===== src/rtl/jfss_pkg.sv =====
// Shared types and constants for the JPEG frame size scanner.
// No dependencies; used by every other file of the block except the assertion macro header.
package jfss_pkg;

  localparam int unsigned BYTE_W = 8;
  localparam int unsigned DIM_W  = 16;
  localparam int unsigned OFS_W  = 3;

  localparam logic [BYTE_W-1:0] MK_PREFIX  = 8'hff;
  localparam logic [BYTE_W-1:0] MK_SOI     = 8'hd8;
  localparam logic [BYTE_W-1:0] MK_RST_LO  = 8'hd0;
  localparam logic [BYTE_W-1:0] MK_EOI     = 8'hd9;
  localparam logic [BYTE_W-1:0] MK_SOF_LO  = 8'hc0;
  localparam logic [BYTE_W-1:0] MK_SOF_HI  = 8'hcf;
  localparam logic [BYTE_W-1:0] MK_DHT     = 8'hc4;
  localparam logic [BYTE_W-1:0] MK_JPG     = 8'hc8;
  localparam logic [BYTE_W-1:0] MK_DAC     = 8'hcc;

  // Frame header positions after the length field
  localparam logic [OFS_W-1:0] OFS_HEIGHT_HI = 3'd1;
  localparam logic [OFS_W-1:0] OFS_HEIGHT_LO = 3'd2;
  localparam logic [OFS_W-1:0] OFS_WIDTH_HI  = 3'd3;
  localparam logic [OFS_W-1:0] OFS_WIDTH_LO  = 3'd4;
  localparam logic [OFS_W-1:0] OFS_END       = 3'd5;

  localparam logic [DIM_W-1:0] MIN_SEG_LEN = 16'd2;

  typedef enum logic [3:0] {
    PH_SOI0  = 4'd0,
    PH_SOI1  = 4'd1,
    PH_SCAN  = 4'd2,
    PH_MARK  = 4'd3,
    PH_LENHI = 4'd4,
    PH_LENLO = 4'd5,
    PH_SKIP  = 4'd6,
    PH_FRAME = 4'd7,
    PH_DONE  = 4'd8,
    PH_FAIL  = 4'd9
  } phase_t;

  typedef struct packed {
    logic             found;
    logic [DIM_W-1:0] width;
    logic [DIM_W-1:0] height;
  } jfss_res_t;

  function automatic logic is_sof(input logic [BYTE_W-1:0] m);
    return (m >= MK_SOF_LO) && (m <= MK_SOF_HI) &&
           (m != MK_DHT) && (m != MK_JPG) && (m != MK_DAC);
  endfunction

  function automatic logic is_bare_marker(input logic [BYTE_W-1:0] m);
    return (m == MK_PREFIX) || ((m >= MK_RST_LO) && (m <= MK_EOI));
  endfunction

endpackage


===== src/rtl/jfss_if.sv =====
// Valid/ready channel interfaces for the JPEG frame size scanner.
// Depends on jfss_pkg for field widths.
interface jfss_in_if;
  logic                         valid;
  logic                         ready;
  logic [jfss_pkg::BYTE_W-1:0]  data_byte;
  logic                         last_byte;

  modport source (output valid, output data_byte, output last_byte, input ready);
  modport sink   (input valid, input data_byte, input last_byte, output ready);
endinterface

interface jfss_out_if;
  logic                         valid;
  logic                         ready;
  logic                         found;
  logic [jfss_pkg::DIM_W-1:0]   width;
  logic [jfss_pkg::DIM_W-1:0]   height;

  modport source (output valid, output found, output width, output height, input ready);
  modport sink   (input valid, input found, input width, input height, output ready);
endinterface


===== src/rtl/jfss_parser.sv =====
// Marker walker: consumes one byte per accepted transaction and emits the
// result on the last byte of a file. Depends on jfss_pkg.
module jfss_parser (
  input  logic                        clk,
  input  logic                        rst_n,
  input  logic                        take,
  input  logic [jfss_pkg::BYTE_W-1:0] data_byte,
  input  logic                        last_byte,
  output logic                        res_valid,
  output jfss_pkg::jfss_res_t         res
);

  jfss_pkg::phase_t              phase_r, phase_nxt;
  logic [jfss_pkg::DIM_W-1:0]    skip_r, skip_nxt;
  logic [jfss_pkg::OFS_W-1:0]    ofs_r, ofs_nxt;
  logic [jfss_pkg::BYTE_W-1:0]   len_hi_r, len_hi_nxt;
  logic [jfss_pkg::DIM_W-1:0]    height_r, height_nxt;
  logic [jfss_pkg::DIM_W-1:0]    width_r, width_nxt;
  logic                          sof_r, sof_nxt;
  logic [jfss_pkg::DIM_W-1:0]    seg_len;
  jfss_pkg::phase_t              phase_upd;

  assign seg_len = {len_hi_r, data_byte};

  always_comb begin
    phase_upd  = phase_r;
    skip_nxt   = skip_r;
    ofs_nxt    = ofs_r;
    len_hi_nxt = len_hi_r;
    height_nxt = height_r;
    width_nxt  = width_r;
    sof_nxt    = sof_r;
    unique case (phase_r)
      jfss_pkg::PH_SOI0: begin
        phase_upd = (data_byte == jfss_pkg::MK_PREFIX) ? jfss_pkg::PH_SOI1 : jfss_pkg::PH_FAIL;
      end
      jfss_pkg::PH_SOI1: begin
        phase_upd = (data_byte == jfss_pkg::MK_SOI) ? jfss_pkg::PH_SCAN : jfss_pkg::PH_FAIL;
      end
      jfss_pkg::PH_SCAN: begin
        if (data_byte == jfss_pkg::MK_PREFIX) begin
          phase_upd = jfss_pkg::PH_MARK;
        end
      end
      jfss_pkg::PH_MARK: begin
        if (jfss_pkg::is_bare_marker(data_byte)) begin
          phase_upd = jfss_pkg::PH_SCAN;
        end else begin
          sof_nxt   = jfss_pkg::is_sof(data_byte);
          phase_upd = jfss_pkg::PH_LENHI;
        end
      end
      jfss_pkg::PH_LENHI: begin
        len_hi_nxt = data_byte;
        phase_upd  = jfss_pkg::PH_LENLO;
      end
      jfss_pkg::PH_LENLO: begin
        skip_nxt = seg_len - jfss_pkg::MIN_SEG_LEN;
        if (seg_len < jfss_pkg::MIN_SEG_LEN) begin
          phase_upd = jfss_pkg::PH_FAIL;
        end else if (sof_r) begin
          ofs_nxt   = '0;
          phase_upd = jfss_pkg::PH_FRAME;
        end else if (seg_len == jfss_pkg::MIN_SEG_LEN) begin
          phase_upd = jfss_pkg::PH_SCAN;
        end else begin
          phase_upd = jfss_pkg::PH_SKIP;
        end
      end
      jfss_pkg::PH_SKIP: begin
        skip_nxt = skip_r - 1'b1;
        if (skip_r == {{(jfss_pkg::DIM_W-1){1'b0}}, 1'b1}) begin
          phase_upd = jfss_pkg::PH_SCAN;
        end
      end
      jfss_pkg::PH_FRAME: begin
        if (ofs_r == jfss_pkg::OFS_HEIGHT_HI) height_nxt = {data_byte, height_r[7:0]};
        if (ofs_r == jfss_pkg::OFS_HEIGHT_LO) height_nxt = {height_r[15:8], data_byte};
        if (ofs_r == jfss_pkg::OFS_WIDTH_HI)  width_nxt  = {data_byte, width_r[7:0]};
        if (ofs_r == jfss_pkg::OFS_WIDTH_LO)  width_nxt  = {width_r[15:8], data_byte};
        if (ofs_r >= jfss_pkg::OFS_END) begin
          phase_upd = jfss_pkg::PH_DONE;
        end else begin
          ofs_nxt = ofs_r + 1'b1;
        end
      end
      jfss_pkg::PH_DONE: begin
        phase_upd = jfss_pkg::PH_DONE;
      end
      default: begin
        phase_upd = jfss_pkg::PH_FAIL;
      end
    endcase

    // The last byte closes the file; the next transaction starts a new one
    phase_nxt = last_byte ? jfss_pkg::PH_SOI0 : phase_upd;
  end

  assign res_valid  = take && last_byte;
  assign res.found  = (phase_upd == jfss_pkg::PH_DONE);
  assign res.width  = res.found ? width_nxt  : '0;
  assign res.height = res.found ? height_nxt : '0;

  always_ff @(posedge clk) begin
    if (!rst_n) begin
      phase_r <= jfss_pkg::PH_SOI0;
    end else if (take) begin
      phase_r <= phase_nxt;
    end
  end

  // Payload state is always written before it is read within a file
  always_ff @(posedge clk) begin
    if (take) begin
      skip_r   <= skip_nxt;
      ofs_r    <= ofs_nxt;
      len_hi_r <= len_hi_nxt;
      height_r <= height_nxt;
      width_r  <= width_nxt;
      sof_r    <= sof_nxt;
    end
  end

endmodule


===== src/rtl/jfss_out_buf.sv =====
// Two-entry result buffer between the parser and the result channel.
// Depends on jfss_pkg.
module jfss_out_buf (
  input  logic                clk,
  input  logic                rst_n,
  input  logic                push,
  input  jfss_pkg::jfss_res_t push_res,
  output logic                has_room,
  output logic                head_valid,
  output jfss_pkg::jfss_res_t head,
  input  logic                pop_ready
);

  jfss_pkg::jfss_res_t head_r, head_nxt;
  jfss_pkg::jfss_res_t tail_r, tail_nxt;
  logic [1:0]          cnt_r, cnt_nxt;
  logic                pop;

  assign head_valid = (cnt_r != 2'd0);
  assign has_room   = (cnt_r != 2'd2);
  assign head       = head_r;
  assign pop        = head_valid && pop_ready;

  always_comb begin
    head_nxt = head_r;
    tail_nxt = tail_r;
    cnt_nxt  = cnt_r;
    unique case ({push, pop})
      2'b10: begin
        if (cnt_r == 2'd0) head_nxt = push_res;
        else               tail_nxt = push_res;
        cnt_nxt = cnt_r + 2'd1;
      end
      2'b01: begin
        head_nxt = tail_r;
        cnt_nxt  = cnt_r - 2'd1;
      end
      2'b11: begin
        // only reachable with one entry held
        head_nxt = push_res;
      end
      default: begin
      end
    endcase
  end

  always_ff @(posedge clk) begin
    if (!rst_n) begin
      cnt_r <= 2'd0;
    end else begin
      cnt_r <= cnt_nxt;
    end
  end

  always_ff @(posedge clk) begin
    head_r <= head_nxt;
    tail_r <= tail_nxt;
  end

endmodule


===== src/rtl/jpeg_frame_size_scanner.sv =====
// JPEG frame size scanner: walks the markers of a JPEG byte stream and
// reports the frame dimensions once per file.
// Usage:
//   in_ch  : one file byte per transaction (data_byte), last_byte marks the
//            final byte of a file. Ready is high whenever the result buffer
//            has a free entry, independent of the current byte.
//   out_ch : one transaction per file, issued for its last byte: found,
//            width and height (width and height are 0 when not found).
// Throughput: one byte per cycle while the result buffer has room; the marker
// walk is a single state update per byte in the parser.
// Output: each result is registered in the result buffer and offered from its head.
// Stall: a two-entry result buffer absorbs a stalled receiver; bytes keep
// flowing until two results are waiting, then in_ch.ready drops until one
// is taken. A stalled result holds its value.
// Reset: synchronous, active low; the parser returns to expecting the
// start-of-image pair and the result buffer empties. After each last byte
// the parser also returns to that state for the next file.
// Depends on jfss_pkg, jfss_if, jfss_parser and jfss_out_buf.
module jpeg_frame_size_scanner (
  input  logic        clk,
  input  logic        rst_n,
  jfss_in_if.sink     in_ch,
  jfss_out_if.source  out_ch
);

  logic                take;
  logic                has_room;
  logic                res_valid;
  jfss_pkg::jfss_res_t res;
  jfss_pkg::jfss_res_t head;

  assign in_ch.ready = has_room;
  assign take        = in_ch.valid && has_room;

  jfss_parser u_parser (
    .clk       (clk),
    .rst_n     (rst_n),
    .take      (take),
    .data_byte (in_ch.data_byte),
    .last_byte (in_ch.last_byte),
    .res_valid (res_valid),
    .res       (res)
  );

  jfss_out_buf u_out_buf (
    .clk        (clk),
    .rst_n      (rst_n),
    .push       (res_valid),
    .push_res   (res),
    .has_room   (has_room),
    .head_valid (out_ch.valid),
    .head       (head),
    .pop_ready  (out_ch.ready)
  );

  assign out_ch.found  = head.found;
  assign out_ch.width  = head.width;
  assign out_ch.height = head.height;

endmodule


===== src/flat_wrapper.sv =====
// flat-port wrapper written by rule: the top's interface ports become plain ports
module jpeg_frame_size_scanner_flat 
  (clk, rst_n, in_ch_valid, in_ch_data_byte, in_ch_last_byte, in_ch_ready, out_ch_valid, out_ch_found, out_ch_width, out_ch_height, out_ch_ready);
  jfss_in_if in_ch_i ();
  jfss_out_if out_ch_i ();
  input  logic clk;
  input  logic rst_n;
  input wire logic [$bits(in_ch_i.valid)-1:0] in_ch_valid;
  input wire logic [$bits(in_ch_i.data_byte)-1:0] in_ch_data_byte;
  input wire logic [$bits(in_ch_i.last_byte)-1:0] in_ch_last_byte;
  output wire logic [$bits(in_ch_i.ready)-1:0] in_ch_ready;
  output wire logic [$bits(out_ch_i.valid)-1:0] out_ch_valid;
  output wire logic [$bits(out_ch_i.found)-1:0] out_ch_found;
  output wire logic [$bits(out_ch_i.width)-1:0] out_ch_width;
  output wire logic [$bits(out_ch_i.height)-1:0] out_ch_height;
  input wire logic [$bits(out_ch_i.ready)-1:0] out_ch_ready;
  assign in_ch_i.valid = in_ch_valid;
  assign in_ch_i.data_byte = in_ch_data_byte;
  assign in_ch_i.last_byte = in_ch_last_byte;
  assign in_ch_ready = in_ch_i.ready;
  assign out_ch_valid = out_ch_i.valid;
  assign out_ch_found = out_ch_i.found;
  assign out_ch_width = out_ch_i.width;
  assign out_ch_height = out_ch_i.height;
  assign out_ch_i.ready = out_ch_ready;
  jpeg_frame_size_scanner u_core (.clk(clk), .rst_n(rst_n), .in_ch(in_ch_i), .out_ch(out_ch_i));
endmodule

===== config.mk =====
export PLATFORM = sky130hd
export DESIGN_NAME = jpeg_frame_size_scanner_flat
export DESIGN_NICKNAME = d
export VERILOG_FILES = /design/src/rtl/jfss_pkg.sv /design/src/rtl/jfss_if.sv /design/src/rtl/jfss_parser.sv /design/src/rtl/jfss_out_buf.sv /design/src/rtl/jpeg_frame_size_scanner.sv /design/src/flat_wrapper.sv
export SDC_FILE = /design/constraint.sdc
export NUM_CORES = 1
export LEC_CHECK = 0
export ABC_CLOCK_PERIOD_IN_PS = 4500
export BUFFER_PORTS_ARGS = -buffer_cell sky130_fd_sc_hd__buf_2
export CAP_MARGIN = 5
export CORE_ASPECT_RATIO = 1.2
export CORE_MARGIN = 2
export CORE_UTILIZATION = 35
export DETAILED_ROUTE_END_ITERATION = 7
export PLACE_DENSITY = 0.5
export SLEW_MARGIN = 20
export SYNTH_ARGS = -nofsm -noshare
export SYNTH_HDL_FRONTEND = slang
export SYNTH_SLANG_ARGS = --single-unit

===== constraint.sdc =====
create_clock -name clk -period 4.5 [get_ports clk]
set_input_delay 0.9 -clock clk [delete_from_list [all_inputs] [get_ports clk]]
set_output_delay 0.9 -clock clk [all_outputs]
set_load 0.005 [all_outputs]

==> metrics.cfg <==
[status]
status = completed

[yosys]
synth_xor_area_share_pct = 3.26
synth_top_family_by_area = simple AND/OR/NAND/NOR gates
ys.flop_type = edfxtp_1
synth_compound_area_share_pct = 10.2
yosysWarnings = 0
syn_area_per_cell_sq_um = 11.8
synthCells = 545
yosysUniqueCellTypes = 57
synth_commonest_cells = 126 x edfxtp_1, 64 x nor2_1, 54 x nand2_1
synth_top_area_share_pct = 58.7
synth-simple-area-share_pct = 13.6
ys_ff_latch = 132
synth_nets = 569
syn_area_sq_um = 6440
synth_fa_ha_area_share_pct = 2.14
synth.most_common_cell = edfxtp_1
yosysTopAreaCell = edfxtp_1
synth_area_leaders = edfxtp_1 59%, mux2i_1 5.1%, nor2_1 3.7%
synth_seq_area_share_pct = 60.6
synth_mux_area_share_pct = 5.30
ys_async_sr_fraction_pct = 0
synth_edf_count = 126

[power_and_ir_drop]
p_leak_nw = 2.66
irDropWorstVdd_mv = 0.252
combPwrFrac_pct = 19.3
pwr_density_cell_nw_per_um2 = 500
seq_power_share_pct = 46.4
clkPwrFrac_pct = 34.2
swShare_pct = 28.4
power.switching_mw = 1.06
cellInternalPower_mw = 2.66

[clock_tree]
clock_latency_ns = 0.42
path_clk_slew_ns = 0.06
cts_hold_buf = 0
postCtsSetupBuffers = 0
clock-sinks = 132
cts_resized = 0
cts_buffer_depth = 2
cts_tree = done
cts_root_buf = clkbuf_16
cts_made_buffers = 17
h-tree-depth = 4

[sta]
final.setup.tns_ns = 0
fin_crit_ns = 2.87
worstMarginPinSlew_ns = 0.998
max_clock_freq_mhz = 348
slew_headroom_pct = 33.5
maxSlewViolCount = 0
skew_ns = 0.00506
setup_viol = 0
grt_setup_unrepaired = no
fin_crit_sh_pct = 63.8
hold_violations = 0

[global_routing]
antenna_found_initial = 0
grt_pass1_vias = 4130
grt_pass1_wl_um = 22800
grt_use_total_pct = 15.3
grt_max_degree = 67
gr-total-overflow = 0

[cells_and_area]
n_antenna_cell = 0
area_growth_pct = 15.4
fill_cells = 1761
final_util_pct = 41.1
seq_area_sq_um = 3900
multi_input_area_sq_um = 2240
fin_nets = 609
drive_above_1_share_pct = 16.6
final_cells = 822

[worst_setup_path]
endpoint = u_core.u_out_buf.head[31]
worst_ep_arrival_time_ns = 3.01
critical_path_class = input pin to flip-flop
timing.rr.end = u_core.u_out_buf.head[18]
worstSetupStartpointType = input pin
r2r_cells = 5
r2r_setup_slack_ns = 1.87
crit_required_ns = 4.64
r2r_start = u_core.u_parser.phase_r[2]
critPathMaxFanout = 66
critPathCaptureType = flip-flop
setup.worst_path.start = in_ch_data_byte[1]

[die]
pin_count = 48
core_area_sq_um = 18100
fp.dieH_um = 153
rows = 54
dieWidth_um = 128
start_util_pct = 35.6
dieArea_sq_um = 19500

[hold_path]
min_path_type = flip-flop to flip-flop

[drt]
wl_per_cell_um = 17.3
viasPerCell = 5.01
detail-route-antenna-nets = 0
first_pass_iters = 5
vias = 4122
drt-initial-drc-count = 284
drcViolationCount = 0
totalWireLength_um = 14200

[place]
port_buffers = 47
dp_cells = 790
dp_hpwl_um = 9400
gp_congestion = 0.806

[run]
maxCapViolCount = 0

==> how the worst min path moves through the flow <==
stage	slack, ns	cells past startpoint	to	from
6_report	0.52	2	u_core.u_out_buf.head[17]	u_core.u_out_buf.tail_r[17]
5_1_grt	0.54	2	u_core.u_out_buf.head[17]	u_core.u_out_buf.tail_r[17]
4_1_cts	0.53	2	u_core.u_out_buf.head[15]	u_core.u_out_buf.tail_r[15]
3_5_place_dp	0.51	2	u_core.u_out_buf.head[21]	u_core.u_out_buf.tail_r[21]
3_3_place_gp	0.48	2	u_core.u_out_buf.cnt_r[1]	u_core.u_out_buf.cnt_r[1]
2_1_floorplan	0.47	2	u_core.u_out_buf.cnt_r[1]	u_core.u_out_buf.cnt_r[1]
==> cells by family after synthesis <==
kind of cell,Yosys count
AND/OR/NAND/NOR,183
flip-flops,132
AO/OA/AOI/OAI,84
buffers and inverters,77
multiplexers,34
XOR/XNOR,24
adder cells (fa/ha/maj),11
==> critical path, cell delays in order <==
cell	delay [ns]
buf_2	0.16
nor4_1	0.63
nand3_1	0.34
nor3_2	0.32
or4b_4	0.18
buf_12	0.26
o31ai_1	0.13
==> sequential cells by signal, summed over array words and instances, names as in the netlist <==
register and flops:
u_core.u_parser.ofs_r 3, u_core.u_parser.width_r 16, u_core.u_parser.sof_r 1, u_core.u_parser.phase_r 4
u_core.u_parser.skip_r 16, u_core.u_out_buf.tail_r 33, u_core.u_out_buf.cnt_r 2, u_core.u_out_buf.head 33
u_core.u_parser.height_r 16, u_core.u_parser.len_hi_r 8
==> power by group through the flow <==
stage | registers (mW) | logic [mW] | clock network, mW
6_report | 1.73 | 0.720 | 1.27
5_1_grt | 1.75 | 0.812 | 1.35
4_1_cts | 1.73 | 0.746 | 1.31
3_5_place_dp | 1.75 | 0.746 | 0
3_3_place_gp | 1.76 | 0.723 | 0
2_1_floorplan | 1.75 | 0.430 | 0
==> metrics by stage <==
step / power [mW] / setup slack (ns) / hold slack, ns / cell area (sq um)
final: 3.72 / 1.63 / 0.524 / 7440
after global routing: 3.92 / 1.46 / 0.541 / 7440
after CTS: 3.78 / 1.62 / 0.525 / 7430
after detailed placement: 2.50 / 1.19 / 0.508 / 6890
after global placement: 2.48 / 1.28 / 0.484 / 6890
after floorplan: 2.18 / 0.549 / 0.473 / 6440
==> layout by cell type, fill, tap and decap left out, types with 12 or more instances in the layout <==
cell       instances
buf_2             47
clkbuf_16         17
edfxtp_1         126
inv_1             45
mux2i_1           33
nand2_1           54
nor2_1            63
o21ai_0           12
o31ai_1           31
xnor2_1           13
==> final cells by class <==
type,count,share of cell area (%)
clock buffers,18,5.77
clock inverters,14,1.51
inverters,46,2.32
multi-input cells,336,30.1
flip-flops and latches,132,52.5
well taps,224,3.77
repair buffers,52,4.00
==> layer usage <==
metal  share of wire, %  track usage, %  wire length (um)  vias to the layer above
met5                  0               0                 0                        -
li1                   -               -                 -                     2048
met3                2.8            3.72               403                        6
met1                 45            19.6              6450                     2000
met4               0.70            5.23                99                        0
met2                 51            25.4              7270                       68
No activity file was read; power rests on OpenSTA's default activity.
